**src/sv/pidcs_pkg.sv**
```systemverilog
`timescale 1ns / 1ps
// Shared widths, register indexes and status types for the PID step core.
package pidcs_pkg;

  // Number format of every value: Q(DATA_WIDTH-FRAC_BITS).FRAC_BITS.
  localparam int DATA_WIDTH = 32;
  localparam int FRAC_BITS  = 16;

  // Field widths.
  localparam int VAL_W = 32;
  localparam int DT_W  = 31;

  // The integral is held as Q32.16 and saturates at its own width.
  localparam int SUM_W = (DATA_WIDTH + FRAC_BITS > 62) ? 62 : DATA_WIDTH + FRAC_BITS;

  // Error difference, derivative dividend and signed rate.
  localparam int DIFF_W = VAL_W + 1;
  localparam int NUM_W  = DIFF_W + FRAC_BITS;
  localparam int RATE_W = NUM_W + 1;

  // Shared multiplier operands, accumulator and saturated product.
  localparam int MUL_A_W   = VAL_W;
  localparam int MUL_B_W   = (RATE_W > SUM_W) ? RATE_W : SUM_W;
  localparam int ACC_W     = MUL_A_W + MUL_B_W - 1;
  localparam int TERM_W    = 62;
  localparam int MUL_CHUNK = 16;

  // Total of the three terms.
  localparam int TOTAL_W = TERM_W + 2;

  // Configuration register indexes.
  localparam int CFG_IDX_W = 3;
  localparam logic [CFG_IDX_W-1:0] REG_GAIN_P        = 3'd0;
  localparam logic [CFG_IDX_W-1:0] REG_GAIN_I        = 3'd1;
  localparam logic [CFG_IDX_W-1:0] REG_GAIN_D        = 3'd2;
  localparam logic [CFG_IDX_W-1:0] REG_DRIVE_FLOOR   = 3'd3;
  localparam logic [CFG_IDX_W-1:0] REG_DRIVE_CEILING = 3'd4;
  localparam logic [CFG_IDX_W-1:0] REG_TARGET        = 3'd5;

  typedef struct packed {
    logic busy;
    logic done;
  } mul_stat_t;

endpackage

```
**src/sv/pidcs_mul.sv**
```systemverilog
`timescale 1ns / 1ps
// Iterative signed fractional multiplier with saturation of the product.
module pidcs_mul #(
  parameter int CHUNK = pidcs_pkg::MUL_CHUNK
) (
  input  logic                                   clk,
  input  logic                                   rst,
  input  logic                                   start,
  input  logic signed [pidcs_pkg::MUL_A_W-1:0]   a,
  input  logic signed [pidcs_pkg::MUL_B_W-1:0]   b,
  output pidcs_pkg::mul_stat_t                   stat,
  output logic signed [pidcs_pkg::TERM_W-1:0]    result
);
  import pidcs_pkg::*;

  localparam int NCHUNK = (MUL_B_W + CHUNK - 1) / CHUNK;
  localparam int B_PAD  = NCHUNK * CHUNK;
  localparam int CNT_W  = $clog2(NCHUNK + 1);
  localparam int HI_W   = ACC_W + 2 - TERM_W;

  logic [MUL_A_W-1:0]         a_mag;
  logic [B_PAD-1:0]           b_mag;
  logic                       neg;
  logic [ACC_W-1:0]           acc;
  logic [CNT_W-1:0]           cnt;
  logic                       busy;
  logic                       fin;
  logic                       done;
  logic [MUL_A_W-1:0]         a_abs;
  logic [MUL_B_W-1:0]         b_abs;
  logic [MUL_A_W+CHUNK-1:0]   part;
  logic signed [ACC_W:0]      sprod;
  logic signed [ACC_W:0]      shifted;
  logic [HI_W-1:0]            hi;

  always_comb begin
    a_abs   = a[MUL_A_W-1] ? (~a + 1'b1) : a;
    b_abs   = b[MUL_B_W-1] ? (~b + 1'b1) : b;
    part    = a_mag * b_mag[B_PAD-1 -: CHUNK];
    sprod   = neg ? -$signed({1'b0, acc}) : $signed({1'b0, acc});
    shifted = sprod >>> FRAC_BITS;
    hi      = shifted[ACC_W:TERM_W-1];
  end

  // The multiplier operand is consumed one chunk a cycle, most significant first.
  always_ff @(posedge clk) begin
    if (rst) begin
      busy <= 1'b0;
      fin  <= 1'b0;
      done <= 1'b0;
      cnt  <= '0;
    end else begin
      done <= 1'b0;
      if (start) begin
        a_mag <= a_abs;
        b_mag <= B_PAD'(b_abs);
        neg   <= a[MUL_A_W-1] ^ b[MUL_B_W-1];
        acc   <= '0;
        cnt   <= '0;
        busy  <= 1'b1;
      end else if (busy) begin
        acc   <= (acc << CHUNK) + ACC_W'(part);
        b_mag <= b_mag << CHUNK;
        cnt   <= cnt + 1'b1;
        if (cnt == CNT_W'(NCHUNK - 1)) begin
          busy <= 1'b0;
          fin  <= 1'b1;
        end
      end else if (fin) begin
        fin  <= 1'b0;
        done <= 1'b1;
        if ((hi == '0) || (hi == '1)) begin
          result <= shifted[TERM_W-1:0];
        end else if (shifted[ACC_W]) begin
          result <= {1'b1, {(TERM_W-1){1'b0}}};
        end else begin
          result <= {1'b0, {(TERM_W-1){1'b1}}};
        end
      end
    end
  end

  assign stat.busy = busy | fin;
  assign stat.done = done;

endmodule

```
**src/sv/pidcs_div.sv**
```systemverilog
`timescale 1ns / 1ps
// Restoring divider, one quotient bit per cycle, for the derivative rate.
module pidcs_div (
  input  logic                            clk,
  input  logic                            rst,
  input  logic                            start,
  input  logic [pidcs_pkg::NUM_W-1:0]     num,
  input  logic [pidcs_pkg::DT_W-1:0]      den,
  output logic                            busy,
  output logic [pidcs_pkg::NUM_W-1:0]     quot
);
  import pidcs_pkg::*;

  localparam int CNT_W = $clog2(NUM_W + 1);

  logic [DT_W-1:0]  rem;
  logic [NUM_W-1:0] quo;
  logic [DT_W-1:0]  den_r;
  logic [CNT_W-1:0] cnt;
  logic [DT_W:0]    trial;
  logic [DT_W+1:0]  sub;
  logic             take;

  always_comb begin
    trial = {rem, quo[NUM_W-1]};
    sub   = {1'b0, trial} - {2'b00, den_r};
    take  = ~sub[DT_W+1];
  end

  always_ff @(posedge clk) begin
    if (rst) begin
      busy <= 1'b0;
      cnt  <= '0;
    end else begin
      if (start) begin
        rem   <= '0;
        quo   <= num;
        den_r <= den;
        cnt   <= CNT_W'(NUM_W);
        busy  <= 1'b1;
      end else if (busy) begin
        rem <= take ? sub[DT_W-1:0] : trial[DT_W-1:0];
        quo <= {quo[NUM_W-2:0], take};
        cnt <= cnt - 1'b1;
        if (cnt == CNT_W'(1)) begin
          busy <= 1'b0;
        end
      end
    end
  end

  assign quot = quo;

endmodule

```
**src/sv/pid_controller_step_core.sv**
```systemverilog
`timescale 1ns / 1ps
// Top level of the PID step core: registers, sequencer and output stage.
//
//   channel   signals                               direction  transfer when
//   -------   ------------------------------------  ---------  -----------------------------
//   sample    sample_valid/ready, measured, step_time  in       sample_valid & sample_ready
//   drive     drive_valid/ready, drive              out        drive_valid & drive_ready
//   config    cfg_write, cfg_index, cfg_data        in         cfg_write
//
// A sample's drive value is presented as the sequencer returns to idle, so the core is
// ready for the next sample in that same cycle; it takes no new sample before then.
// The divider produces one quotient bit per cycle for the 49-bit derivative dividend and
// is followed by one four-chunk pass of the shared multiplier for the derivative term;
// the other three multiplies run while the divider works.
// Reset is synchronous and clears the integral, the last error, the gains (to zero) and the
// setpoint, and opens the output limits to the full range. A result that is not taken waits
// in the output register; the next sample is accepted meanwhile, and the sequencer holds
// before its final step until the output register is free.
module pid_controller_step_core #(
  parameter int MUL_CHUNK = pidcs_pkg::MUL_CHUNK
) (
  input  logic                                  clk,
  input  logic                                  rst,
  input  logic                                  cfg_write,
  input  logic [pidcs_pkg::CFG_IDX_W-1:0]       cfg_index,
  input  logic [pidcs_pkg::VAL_W-1:0]           cfg_data,
  input  logic                                  sample_valid,
  output logic                                  sample_ready,
  input  logic signed [pidcs_pkg::VAL_W-1:0]    measured,
  input  logic [pidcs_pkg::DT_W-1:0]            step_time,
  output logic                                  drive_valid,
  input  logic                                  drive_ready,
  output logic signed [pidcs_pkg::VAL_W-1:0]    drive
);
  import pidcs_pkg::*;

  // Sequencer states.
  localparam logic [3:0] S_IDLE     = 4'd0;
  localparam logic [3:0] S_PREP     = 4'd1;
  localparam logic [3:0] S_MUL_INT  = 4'd2;
  localparam logic [3:0] S_START_P  = 4'd3;
  localparam logic [3:0] S_MUL_P    = 4'd4;
  localparam logic [3:0] S_MUL_I    = 4'd5;
  localparam logic [3:0] S_WAIT_DIV = 4'd6;
  localparam logic [3:0] S_START_D  = 4'd7;
  localparam logic [3:0] S_MUL_D    = 4'd8;
  localparam logic [3:0] S_CLAMP    = 4'd9;

  localparam int SHI_W = TERM_W + 2 - SUM_W;

  // Configuration registers.
  logic signed [VAL_W-1:0] gain_p;
  logic signed [VAL_W-1:0] gain_i;
  logic signed [VAL_W-1:0] gain_d;
  logic signed [VAL_W-1:0] drive_floor;
  logic signed [VAL_W-1:0] drive_ceiling;
  logic signed [VAL_W-1:0] target;

  // Controller state and working registers.
  logic [3:0]                state;
  logic signed [SUM_W-1:0]   error_sum;
  logic signed [VAL_W-1:0]   prior_error;
  logic signed [VAL_W-1:0]   err;
  logic [DT_W-1:0]           dt;
  logic                      dneg;
  logic signed [RATE_W-1:0]  rate;
  logic signed [TOTAL_W-1:0] term_sum;

  // Shared unit hookup.
  logic                       mul_start;
  logic signed [MUL_A_W-1:0]  mul_a;
  logic signed [MUL_B_W-1:0]  mul_b;
  mul_stat_t                  mul_stat;
  logic signed [TERM_W-1:0]   mul_result;
  logic                       div_start;
  logic                       div_busy;
  logic [NUM_W-1:0]           div_quot;
  logic [NUM_W-1:0]           div_num;

  // Datapath helpers.
  logic signed [VAL_W:0]      err_raw;
  logic signed [VAL_W-1:0]    err_sat;
  logic signed [DIFF_W-1:0]   diff;
  logic [DIFF_W-1:0]          diff_mag;
  logic signed [TERM_W:0]     int_sum;
  logic [SHI_W-1:0]           int_hi;
  logic signed [SUM_W-1:0]    int_sat;
  logic signed [RATE_W-1:0]   q_ext;
  logic signed [RATE_W-1:0]   rate_next;
  logic signed [TOTAL_W-1:0]  term_add;
  logic signed [VAL_W-1:0]    drive_next;

  assign sample_ready = (state == S_IDLE);

  // Error against the setpoint, saturated to the value width.
  always_comb begin
    err_raw = {target[VAL_W-1], target} - {measured[VAL_W-1], measured};
    if (err_raw[VAL_W] != err_raw[VAL_W-1]) begin
      err_sat = err_raw[VAL_W] ? {1'b1, {(VAL_W-1){1'b0}}} : {1'b0, {(VAL_W-1){1'b1}}};
    end else begin
      err_sat = err_raw[VAL_W-1:0];
    end
  end

  // Change of error since the previous sample, as a magnitude for the divider.
  always_comb begin
    diff     = {err[VAL_W-1], err} - {prior_error[VAL_W-1], prior_error};
    diff_mag = diff[DIFF_W-1] ? (~diff + 1'b1) : diff;
    div_num  = NUM_W'(diff_mag) << FRAC_BITS;
  end

  // Integral update, saturated to its Q32.16 width.
  always_comb begin
    int_sum = (TERM_W+1)'(error_sum) + (TERM_W+1)'(mul_result);
    int_hi  = int_sum[TERM_W:SUM_W-1];
    if ((int_hi == '0) || (int_hi == '1)) begin
      int_sat = int_sum[SUM_W-1:0];
    end else if (int_sum[TERM_W]) begin
      int_sat = {1'b1, {(SUM_W-1){1'b0}}};
    end else begin
      int_sat = {1'b0, {(SUM_W-1){1'b1}}};
    end
  end

  // Signed rate; a zero time step gives no derivative contribution.
  always_comb begin
    q_ext = {1'b0, div_quot};
    if (dt == '0) begin
      rate_next = '0;
    end else begin
      rate_next = dneg ? -q_ext : q_ext;
    end
  end

  // Running total of terms and the output clamp. The floor is tested first, so a floor
  // set above the ceiling still wins for sums below it.
  always_comb begin
    term_add = term_sum + TOTAL_W'(mul_result);
    if (term_sum < TOTAL_W'(drive_floor)) begin
      drive_next = drive_floor;
    end else if (term_sum > TOTAL_W'(drive_ceiling)) begin
      drive_next = drive_ceiling;
    end else begin
      drive_next = term_sum[VAL_W-1:0];
    end
  end

  // Operand selection for the shared multiplier. The gain of the integral term starts in
  // the same cycle as the proportional product is taken.
  always_comb begin
    mul_start = 1'b0;
    mul_a     = gain_p;
    mul_b     = MUL_B_W'(err);
    div_start = 1'b0;
    case (state)
      S_PREP: begin
        mul_start = 1'b1;
        mul_a     = err;
        mul_b     = MUL_B_W'($signed({1'b0, dt}));
        div_start = 1'b1;
      end
      S_START_P: begin
        mul_start = 1'b1;
        mul_a     = gain_p;
        mul_b     = MUL_B_W'(err);
      end
      S_MUL_P: begin
        mul_start = mul_stat.done;
        mul_a     = gain_i;
        mul_b     = MUL_B_W'(error_sum);
      end
      S_START_D: begin
        mul_start = 1'b1;
        mul_a     = gain_d;
        mul_b     = MUL_B_W'(rate);
      end
      default: begin
        mul_start = 1'b0;
      end
    endcase
  end

  // Configuration writes; indexes beyond the list are ignored.
  always_ff @(posedge clk) begin
    if (rst) begin
      gain_p        <= '0;
      gain_i        <= '0;
      gain_d        <= '0;
      drive_floor   <= {1'b1, {(VAL_W-1){1'b0}}};
      drive_ceiling <= {1'b0, {(VAL_W-1){1'b1}}};
      target        <= '0;
    end else if (cfg_write) begin
      case (cfg_index)
        REG_GAIN_P:        gain_p        <= cfg_data;
        REG_GAIN_I:        gain_i        <= cfg_data;
        REG_GAIN_D:        gain_d        <= cfg_data;
        REG_DRIVE_FLOOR:   drive_floor   <= cfg_data;
        REG_DRIVE_CEILING: drive_ceiling <= cfg_data;
        REG_TARGET:        target        <= cfg_data;
        default: begin
        end
      endcase
    end
  end

  // Sequencer. The divider is started together with the first multiply and runs on
  // while the integral, proportional and integral-gain products are formed.
  always_ff @(posedge clk) begin
    if (rst) begin
      state       <= S_IDLE;
      error_sum   <= '0;
      prior_error <= '0;
      drive_valid <= 1'b0;
    end else begin
      // The clamp step refills the output register itself, so it is only emptied here
      // in the other states.
      if (drive_valid && drive_ready && (state != S_CLAMP)) begin
        drive_valid <= 1'b0;
      end
      case (state)
        S_IDLE: begin
          if (sample_valid) begin
            err   <= err_sat;
            dt    <= step_time;
            state <= S_PREP;
          end
        end
        S_PREP: begin
          dneg  <= diff[DIFF_W-1];
          state <= S_MUL_INT;
        end
        S_MUL_INT: begin
          if (mul_stat.done) begin
            error_sum <= int_sat;
            state     <= S_START_P;
          end
        end
        S_START_P: begin
          state <= S_MUL_P;
        end
        S_MUL_P: begin
          if (mul_stat.done) begin
            term_sum <= TOTAL_W'(mul_result);
            state    <= S_MUL_I;
          end
        end
        S_MUL_I: begin
          if (mul_stat.done) begin
            term_sum <= term_add;
            state    <= S_WAIT_DIV;
          end
        end
        S_WAIT_DIV: begin
          if (!div_busy) begin
            rate  <= rate_next;
            state <= S_START_D;
          end
        end
        S_START_D: begin
          state <= S_MUL_D;
        end
        S_MUL_D: begin
          if (mul_stat.done) begin
            term_sum <= term_add;
            state    <= S_CLAMP;
          end
        end
        S_CLAMP: begin
          // Hold here while an earlier result still waits to be taken.
          if (!drive_valid || drive_ready) begin
            drive       <= drive_next;
            drive_valid <= 1'b1;
            prior_error <= err;
            state       <= S_IDLE;
          end
        end
        default: begin
          state <= S_IDLE;
        end
      endcase
    end
  end

  pidcs_mul #(
    .CHUNK (MUL_CHUNK)
  ) u_mul (
    .clk    (clk),
    .rst    (rst),
    .start  (mul_start),
    .a      (mul_a),
    .b      (mul_b),
    .stat   (mul_stat),
    .result (mul_result)
  );

  pidcs_div u_div (
    .clk   (clk),
    .rst   (rst),
    .start (div_start),
    .num   (div_num),
    .den   (dt),
    .busy  (div_busy),
    .quot  (div_quot)
  );

  // The multiplier is never restarted while it is still working on a product.
  a_mul_start_idle: assert property (@(posedge clk) disable iff (rst)
    mul_start |-> !mul_stat.busy)
    else $error("multiplier started while busy");

  // A finished product only appears while the sequencer is waiting for one.
  a_mul_done_expected: assert property (@(posedge clk) disable iff (rst)
    mul_stat.done |-> (state == S_MUL_INT || state == S_MUL_P ||
                       state == S_MUL_I || state == S_MUL_D))
    else $error("product delivered outside a multiply wait");

  // Both shared units are quiet whenever a new sample may be accepted.
  a_idle_units_quiet: assert property (@(posedge clk) disable iff (rst)
    (state == S_IDLE) |-> (!mul_stat.busy && !div_busy))
    else $error("arithmetic unit still busy at idle");

  // The rate is only used after the divider has finished.
  a_rate_after_div: assert property (@(posedge clk) disable iff (rst)
    (state == S_START_D) |-> !div_busy)
    else $error("derivative multiply started before the quotient was ready");

endmodule
```
**config.mk**
```make
export PLATFORM = sky130hd
export DESIGN_NAME = pid_controller_step_core
export DESIGN_NICKNAME = d
export VERILOG_FILES = /design/src/sv/pidcs_pkg.sv /design/src/sv/pidcs_mul.sv /design/src/sv/pidcs_div.sv /design/src/sv/pid_controller_step_core.sv
export SDC_FILE = /design/constraint.sdc
export NUM_CORES = 2
export LEC_CHECK = 0
export BUFFER_PORTS_ARGS = -buffer_cell sky130_fd_sc_hd__buf_2
export CAP_MARGIN = 40
export CORE_UTILIZATION = 50
export DETAILED_ROUTE_END_ITERATION = 10
export PLACE_DENSITY = 0.68
export SETUP_SLACK_MARGIN = 0.5
export SLEW_MARGIN = 10
export SYNTH_ARGS = -nofsm -noshare
export SYNTH_HDL_FRONTEND = slang
export SYNTH_SLANG_ARGS = --single-unit
```
**constraint.sdc**
```tcl
create_clock -name clk -period 8.2 [get_ports clk]
set_input_delay 0.41 -clock clk [delete_from_list [all_inputs] [get_ports clk]]
set_output_delay 0.41 -clock clk [all_outputs]
set_load 0.05 [all_outputs]
```
== After elaboration in Yosys (flattened, before gate mapping) ==
Index checks and enable logic that the tools add are counted.

* Add/subtract/negate cells: 13
* $mul: 1
* Order comparisons: 2
* Eq/ne operators: 29
* Mux-type cells: 49
* Bitwise gates (word level): 10
* Reductions and logical operators: 40

{| class="wikitable"
|+ Operator list
! operator !! count
|-
| 64-bit two-way mux || 3
|-
| 50-bit one-hot mux with 3 select lines || 1
|-
| 49-bit two-way mux || 3
|-
| 32-bit two-way mux || 4
|-
| 64-bit one-hot mux with 2 select lines || 1
|-
| 62-bit two-way mux || 2
|-
| 50-bit two-way mux || 2
|-
| 48-bit two-way mux || 2
|-
| 32-bit one-hot mux with 3 select lines || 1
|-
| 31-bit two-way mux || 3
|-
| 82-bit two-way mux || 1
|-
| 81-bit negation with 82-bit output || 1
|-
| 81-bit by 48-bit adder with 81-bit output || 1
|-
| 81-bit two-way mux || 1
|-
| 32-bit by 32-bit subtractor with 33-bit output || 2
|-
| 64-bit by 62-bit adder with 64-bit output || 1
|-
| 64-bit by 32-bit greater-than comparator with 1-bit output || 1
|-
| 64-bit by 32-bit < comparator with 1-bit output || 1
|-
| 48-bit by 62-bit adder with 63-bit output || 1
|-
| 50-bit by 1-bit adder with 50-bit output, second input constant || 1
|-
| 49-bit negation with 50-bit output || 1
|-
| 50-bit inverter || 1
|-
| 32-bit by 16-bit multiplier with 48-bit output || 1
|-
| 4-bit one-hot mux with 10 select lines || 1
|-
| 43 further kinds || 107
|}

* Register bits: 851
* Input port bits: 103
* Output and inout bits: 34

== Logic depth before layout (Yosys ltp) ==
* Word-level depth: 6
* Gate-level depth with buffers: 28
* Mapped depth without buffers: 26

== Cells and area by module ==
From an unflattened synthesis, not the netlist that was laid out.

* Cells, all modules: 8081
* Area total of the unflattened synthesis: 72070.4 um^2

{| class="wikitable"
|+ By module, submodules not included
! module !! instances !! cells an instance !! area an instance (um^2) !! sequential area each (um^2)
|-
| pid_controller_step_core || 1 || 4247 || 34886.0 || 11851.4
|-
| pidcs_mul || 1 || 3235 || 30391.6 || 7327.0
|-
| pidcs_div || 1 || 599 || 6792.8 || 3473.3
|}

== Worst setup path after synthesis ==
OpenSTA, ideal clock, no wires.

* Path kind: register -> register
* Start point: reg state[2]
* End point: reg u_mul.result[0] in the netlist's numbering (enable)
* Library setup time: 0.657 ns
* Arrival time: 7.784 ns
* Required time: 7.543 ns
* Path slack: -0.241 ns
* Cell stages (with the launch flop): 7
* Buffers on the path: 2
* Period minus slack after synthesis: 8.441 ns
* Cells stage by stage: dfxtp_1 -> buf_1 -> inv_1 -> o21ai_0 -> a21oi_1 -> clkbuf_1 -> nor4b_1

* Cells in the longest elaborated chain, start to end: 5
* Elaborated cells between the ends (all ways): 8

{| class="wikitable"
|+ RTL lines
! element !! line !! text
|-
| start: declaration || pid_controller_step_core.sv:60 || <nowiki>logic [3:0] state;</nowiki>
|-
| start signal: assignment || pid_controller_step_core.sv:210 || <nowiki>state <= S_IDLE;</nowiki>
|-
| start signal: assignment || pid_controller_step_core.sv:225 || <nowiki>state <= S_PREP;</nowiki>
|-
| start signal: assignment || pid_controller_step_core.sv:230 || <nowiki>state <= S_MUL_INT;</nowiki>
|-
| 4-bit by 3-bit == test with 1-bit output, or another cell as far along || pid_controller_step_core.sv:155 || <nowiki>case (state)</nowiki>
|-
| 3-bit OR reduction (no source line) || -- ||
|-
| 1-bit one-hot mux with 2 select lines * || pid_controller_step_core.sv:155 ||
|-
| 1-bit inverter (no source line) * || -- ||
|-
| 4-bit AND reduction (no source line) * || -- ||
|-
| end signal: assignment || pidcs_mul.sv:73 || <nowiki>result <= shifted[TERM_W-1:0];</nowiki>
|-
| end signal: assignment || pidcs_mul.sv:75 || <nowiki>result <= {1'b1, {(TERM_W-1){1'b0}}};</nowiki>
|-
| end signal: assignment || pidcs_mul.sv:77 || <nowiki>result <= {1'b0, {(TERM_W-1){1'b1}}};</nowiki>
|-
| end: declaration || pidcs_mul.sv:12 || <nowiki>output logic signed [pidcs_pkg::TERM_W-1:0] result</nowiki>
|}

Mark *: on every way between the ends. The rest lies on a longest branch, timed or not.
A chain may end at the register's enable or synchronous reset.

== Worst setup path in the final report ==
* Start point: reg u_mul.b_mag[53]
* End point: reg u_mul.acc[80], data pin

* Cells in the longest elaborated chain, start to end: 3

{| class="wikitable"
|+ RTL lines
! element !! line !! text
|-
| start: declaration || pidcs_mul.sv:22 || <nowiki>logic [B_PAD-1:0] b_mag;</nowiki>
|-
| start signal: assignment || pidcs_mul.sv:56 || <nowiki>b_mag <= B_PAD'(b_abs);</nowiki>
|-
| start signal: assignment || pidcs_mul.sv:63 || <nowiki>b_mag <= b_mag << CHUNK;</nowiki>
|-
| 32-bit by 16-bit multiplier with 48-bit output || pidcs_mul.sv:39 || <nowiki>part = a_mag * b_mag[B_PAD-1 -: CHUNK];</nowiki>
|-
| 81-bit by 48-bit adder with 81-bit output || pidcs_mul.sv:62 || <nowiki>acc <= (acc << CHUNK) + ACC_W'(part);</nowiki>
|-
| 81-bit two-way mux || pidcs_mul.sv:61 || <nowiki>end else if (busy) begin</nowiki>
|-
| end signal: assignment || pidcs_mul.sv:62 ||
|-
| end: declaration || pidcs_mul.sv:24 || <nowiki>logic [ACC_W-1:0] acc;</nowiki>
|}

No other way between the ends. The select of a mux whose other input is x is not followed.

==> results.yml <==
place:
  place_ws_ns: 0.265
  dpl.hpwl_um: 172000
  finalWeightedCongestion: 0.988
  port_buffers: 136
  dpl_cell_area_sq_um: 74200
timing:
  max-slew-margin-rel: 0.317
  rsz0062_at_grt: "false"
  period_share: 0.911
  max_freq_ghz: 0.134
  min_period_ns: 7.47
  slew_viol_final: 0
  worst_slack_ns: 0.728
  fin_worst_skew_ns: 0.0471
  tns_ns: 0
  setup_viol: 0
  tightest_slew_ns: 1.02
  hold_violations: 0
clocking:
  numCtsBuffers: 97
  cts_sinks: 851
  root_buffer: "clkbuf_16"
  clkSlewWorstSetupHoldPaths_ns: 0.06
  cts_htree_levels: 3
  cts_tree: "done"
  clkLatencyLatePin_ns: 0.73
  clockBufferDepth: 3
critical_path:
  cp_common_cell: "fa_1"
  cp.arrival_ns: 7.91
  path_buf_inv: 9
  end_kind: "register"
  critPathSlowestCell: "fa_1"
  cp_top_family: "adder cells"
  cp_max_fo: 6
  path_class: "reg -> reg"
  worstSetupStartpointType: "register"
  slowest_delay_ns: 0.56
  cp.required_ns: 8.64
synth:
  avgSynthCellArea_sq_um: 8.90
  syn_area_sq_um: 71400
  yosys_most_used_dff: "edfxtp_1"
  synth.largest_area_cell: "edfxtp_1"
  synth-seq-cells: 851
  ys.warnings.count: 0
  synth_top_cell_area_share: 0.236
  synthTopCellsByCount: "1200 x nand2_1, 817 x inv_1, 561 x edfxtp_1, 559 x a21oi_1, 491 x ha_1"
  netlist_top_cells_area: "edfxtp_1 24%, fa_1 13%, ha_1 8.6%"
  synth_cells: 8021
  ys_seq_area_frac: 0.317
  synth_nets: 9070
  yosysMostFrequentCell: "nand2_1"
  async_flop_share: 0
  yosysUniqueCellTypes: 83
  synth_edf_count: 561
final_layout:
  syn2layout_area_growth_pct: 10.1
  fin_area_sq_um: 78600
  fin_nets: 9111
  layout-drive-gt1-share: 0.0710
  nFillCells: 12700
route:
  drt_iter0_markers: 5974
  wirelength_um: 225000
  drcViolationCount: 0
  vias: 59600
  antenna_left: 0
  via_per_inst: 5.94
  drt-pass1-iter-count: 9
  drt-wirelength-per-cell_um: 22.4
grt:
  grt_max_degree: 189
  grt_use_total: 0.304
  grt_pass1_vias: 57100
  grt_pass1_wl_um: 341000
  grt_overflow: 0
  antenna_found_initial: 8
die:
  io_pins: 137
  die_area_sq_um: 144000
  core_sq_um: 142000
  die_w_um: 380
  initial_core_util: 0.504
  die_h_um: 380
  core.rowCount: 138
run:
  drv_cap: 0
min_path:
  hold_path_class: "in -> reg"
outcome:
  outcome: "complete, no violations"
worst paths after layout:
check                  start            end  slack, ns  depth (start not counted)
max          u_mul.b_mag[53]  u_mul.acc[80]       0.73                         29
min             cfg_data[19]     gain_p[19]       0.06                          3
max reg2reg  u_mul.b_mag[53]  u_mul.acc[80]       0.73                         29
min reg2reg       gain_p[18]     gain_p[18]       0.45                          2
metal layers:
metal | track usage | vias up | routed length [um]
met5 | 0 | - | 33
met4 | 0.120 | 4 | 10100
met3 | 0.0500 | 415 | 18700
met2 | 0.479 | 2463 | 101000
met1 | 0.419 | 29100 | 94600
li1 | - | 27600 | -
cells by family (layout without fill, tap and decap cells):
| family | after synthesis | in the layout | share of synthesized area |
|---|---|---|---|
| multiplexers | 99 | 99 | 0.0139 |
| AO/OA/AOI/OAI | 1791 | 1791 | 0.159 |
| adder cells (fa/ha/maj) | 956 | 956 | 0.215 |
| other | 0 | 7 | 0 |
| XOR/XNOR | 481 | 481 | 0.0590 |
| flip-flops | 851 | 851 | 0.317 |
| buffers and inverters | 1228 | 1352 | 0.0646 |
| AND/OR/NAND/NOR | 2615 | 2615 | 0.171 |
registers in the layout, indices dropped and copies added (netlist names), 48 cells and up:
register and count:
error_sum 48, u_div.quot 49, term_sum 64, u_mul.b_mag 64, rate 50, u_mul.result 62, u_mul.acc 81
per-stage QoR:
| stage | hold WS, ns | util | std cells |
|---|---|---|---|
| 2_1_floorplan | 0.434 | - | 8021 |
| 3_3_place_gp | 0.441 | 0.523 | 9753 |
| 3_5_place_dp | 0.446 | 0.524 | 9769 |
| 4_1_cts | 0.0133 | 0.552 | 9992 |
| 5_1_grt | 0.0352 | 0.555 | 10000 |
| 6_report | 0.0598 | 0.555 | 10000 |
worst register-to-register path: cells and delay by family (launching register included):
| family | cells | cell delay (ns) |
|---|---|---|
| AND/OR/NAND/NOR | 3 | 0.64 |
| flip-flops | 1 | 0.40 |
| adder cells (fa/ha/maj) | 7 | 3.36 |
| AO/OA/AOI/OAI | 10 | 1.76 |
| buffers and inverters | 9 | 1.03 |
repair_timing:
| item | in CTS | in global routing |
|---|---|---|
| hold buffers | 32 | 0 |
| setup buffers | 9 | 42 |
| setup endpoints to repair | 29 | 39 |
| resized for setup | 2 | 17 |
| endpoints found under the hold margin | 33 | 0 |
| pin swaps | 0 | 2 |
cell type report:
| type | instances | area [sq um] | share of cell area |
|---|---|---|---|
| timing repair buffer | 352 | 2660 | 0.0339 |
| sequential | 851 | 22700 | 0.288 |
| clock inverter | 56 | 743 | 0.00945 |
| inverter | 818 | 3080 | 0.0391 |
| antenna | 7 | 17.5 | 0.000223 |
| clock buffer | 126 | 2710 | 0.0345 |
| multi-input combinational | 5942 | 44400 | 0.565 |
| tap | 1890 | 2360 | 0.0301 |
layout by cell type, fill, tap and decap left out, types with 137 or more instances in the layout:
master,n
xnor2_1,245
nand2_1,1197
ha_1,491
xor2_1,235
edfxtp_1,561
fa_1,455
o21ai_0,417
buf_4,157
a21oi_1,553
and2_1,280
dfxtp_1,290
buf_2,137
a21o_1,211
inv_1,816
nor2_1,464
Power is left out: the tool's default activity adds up to more than one toggle a clock period on the data nets, which glitch-free logic cannot reach.
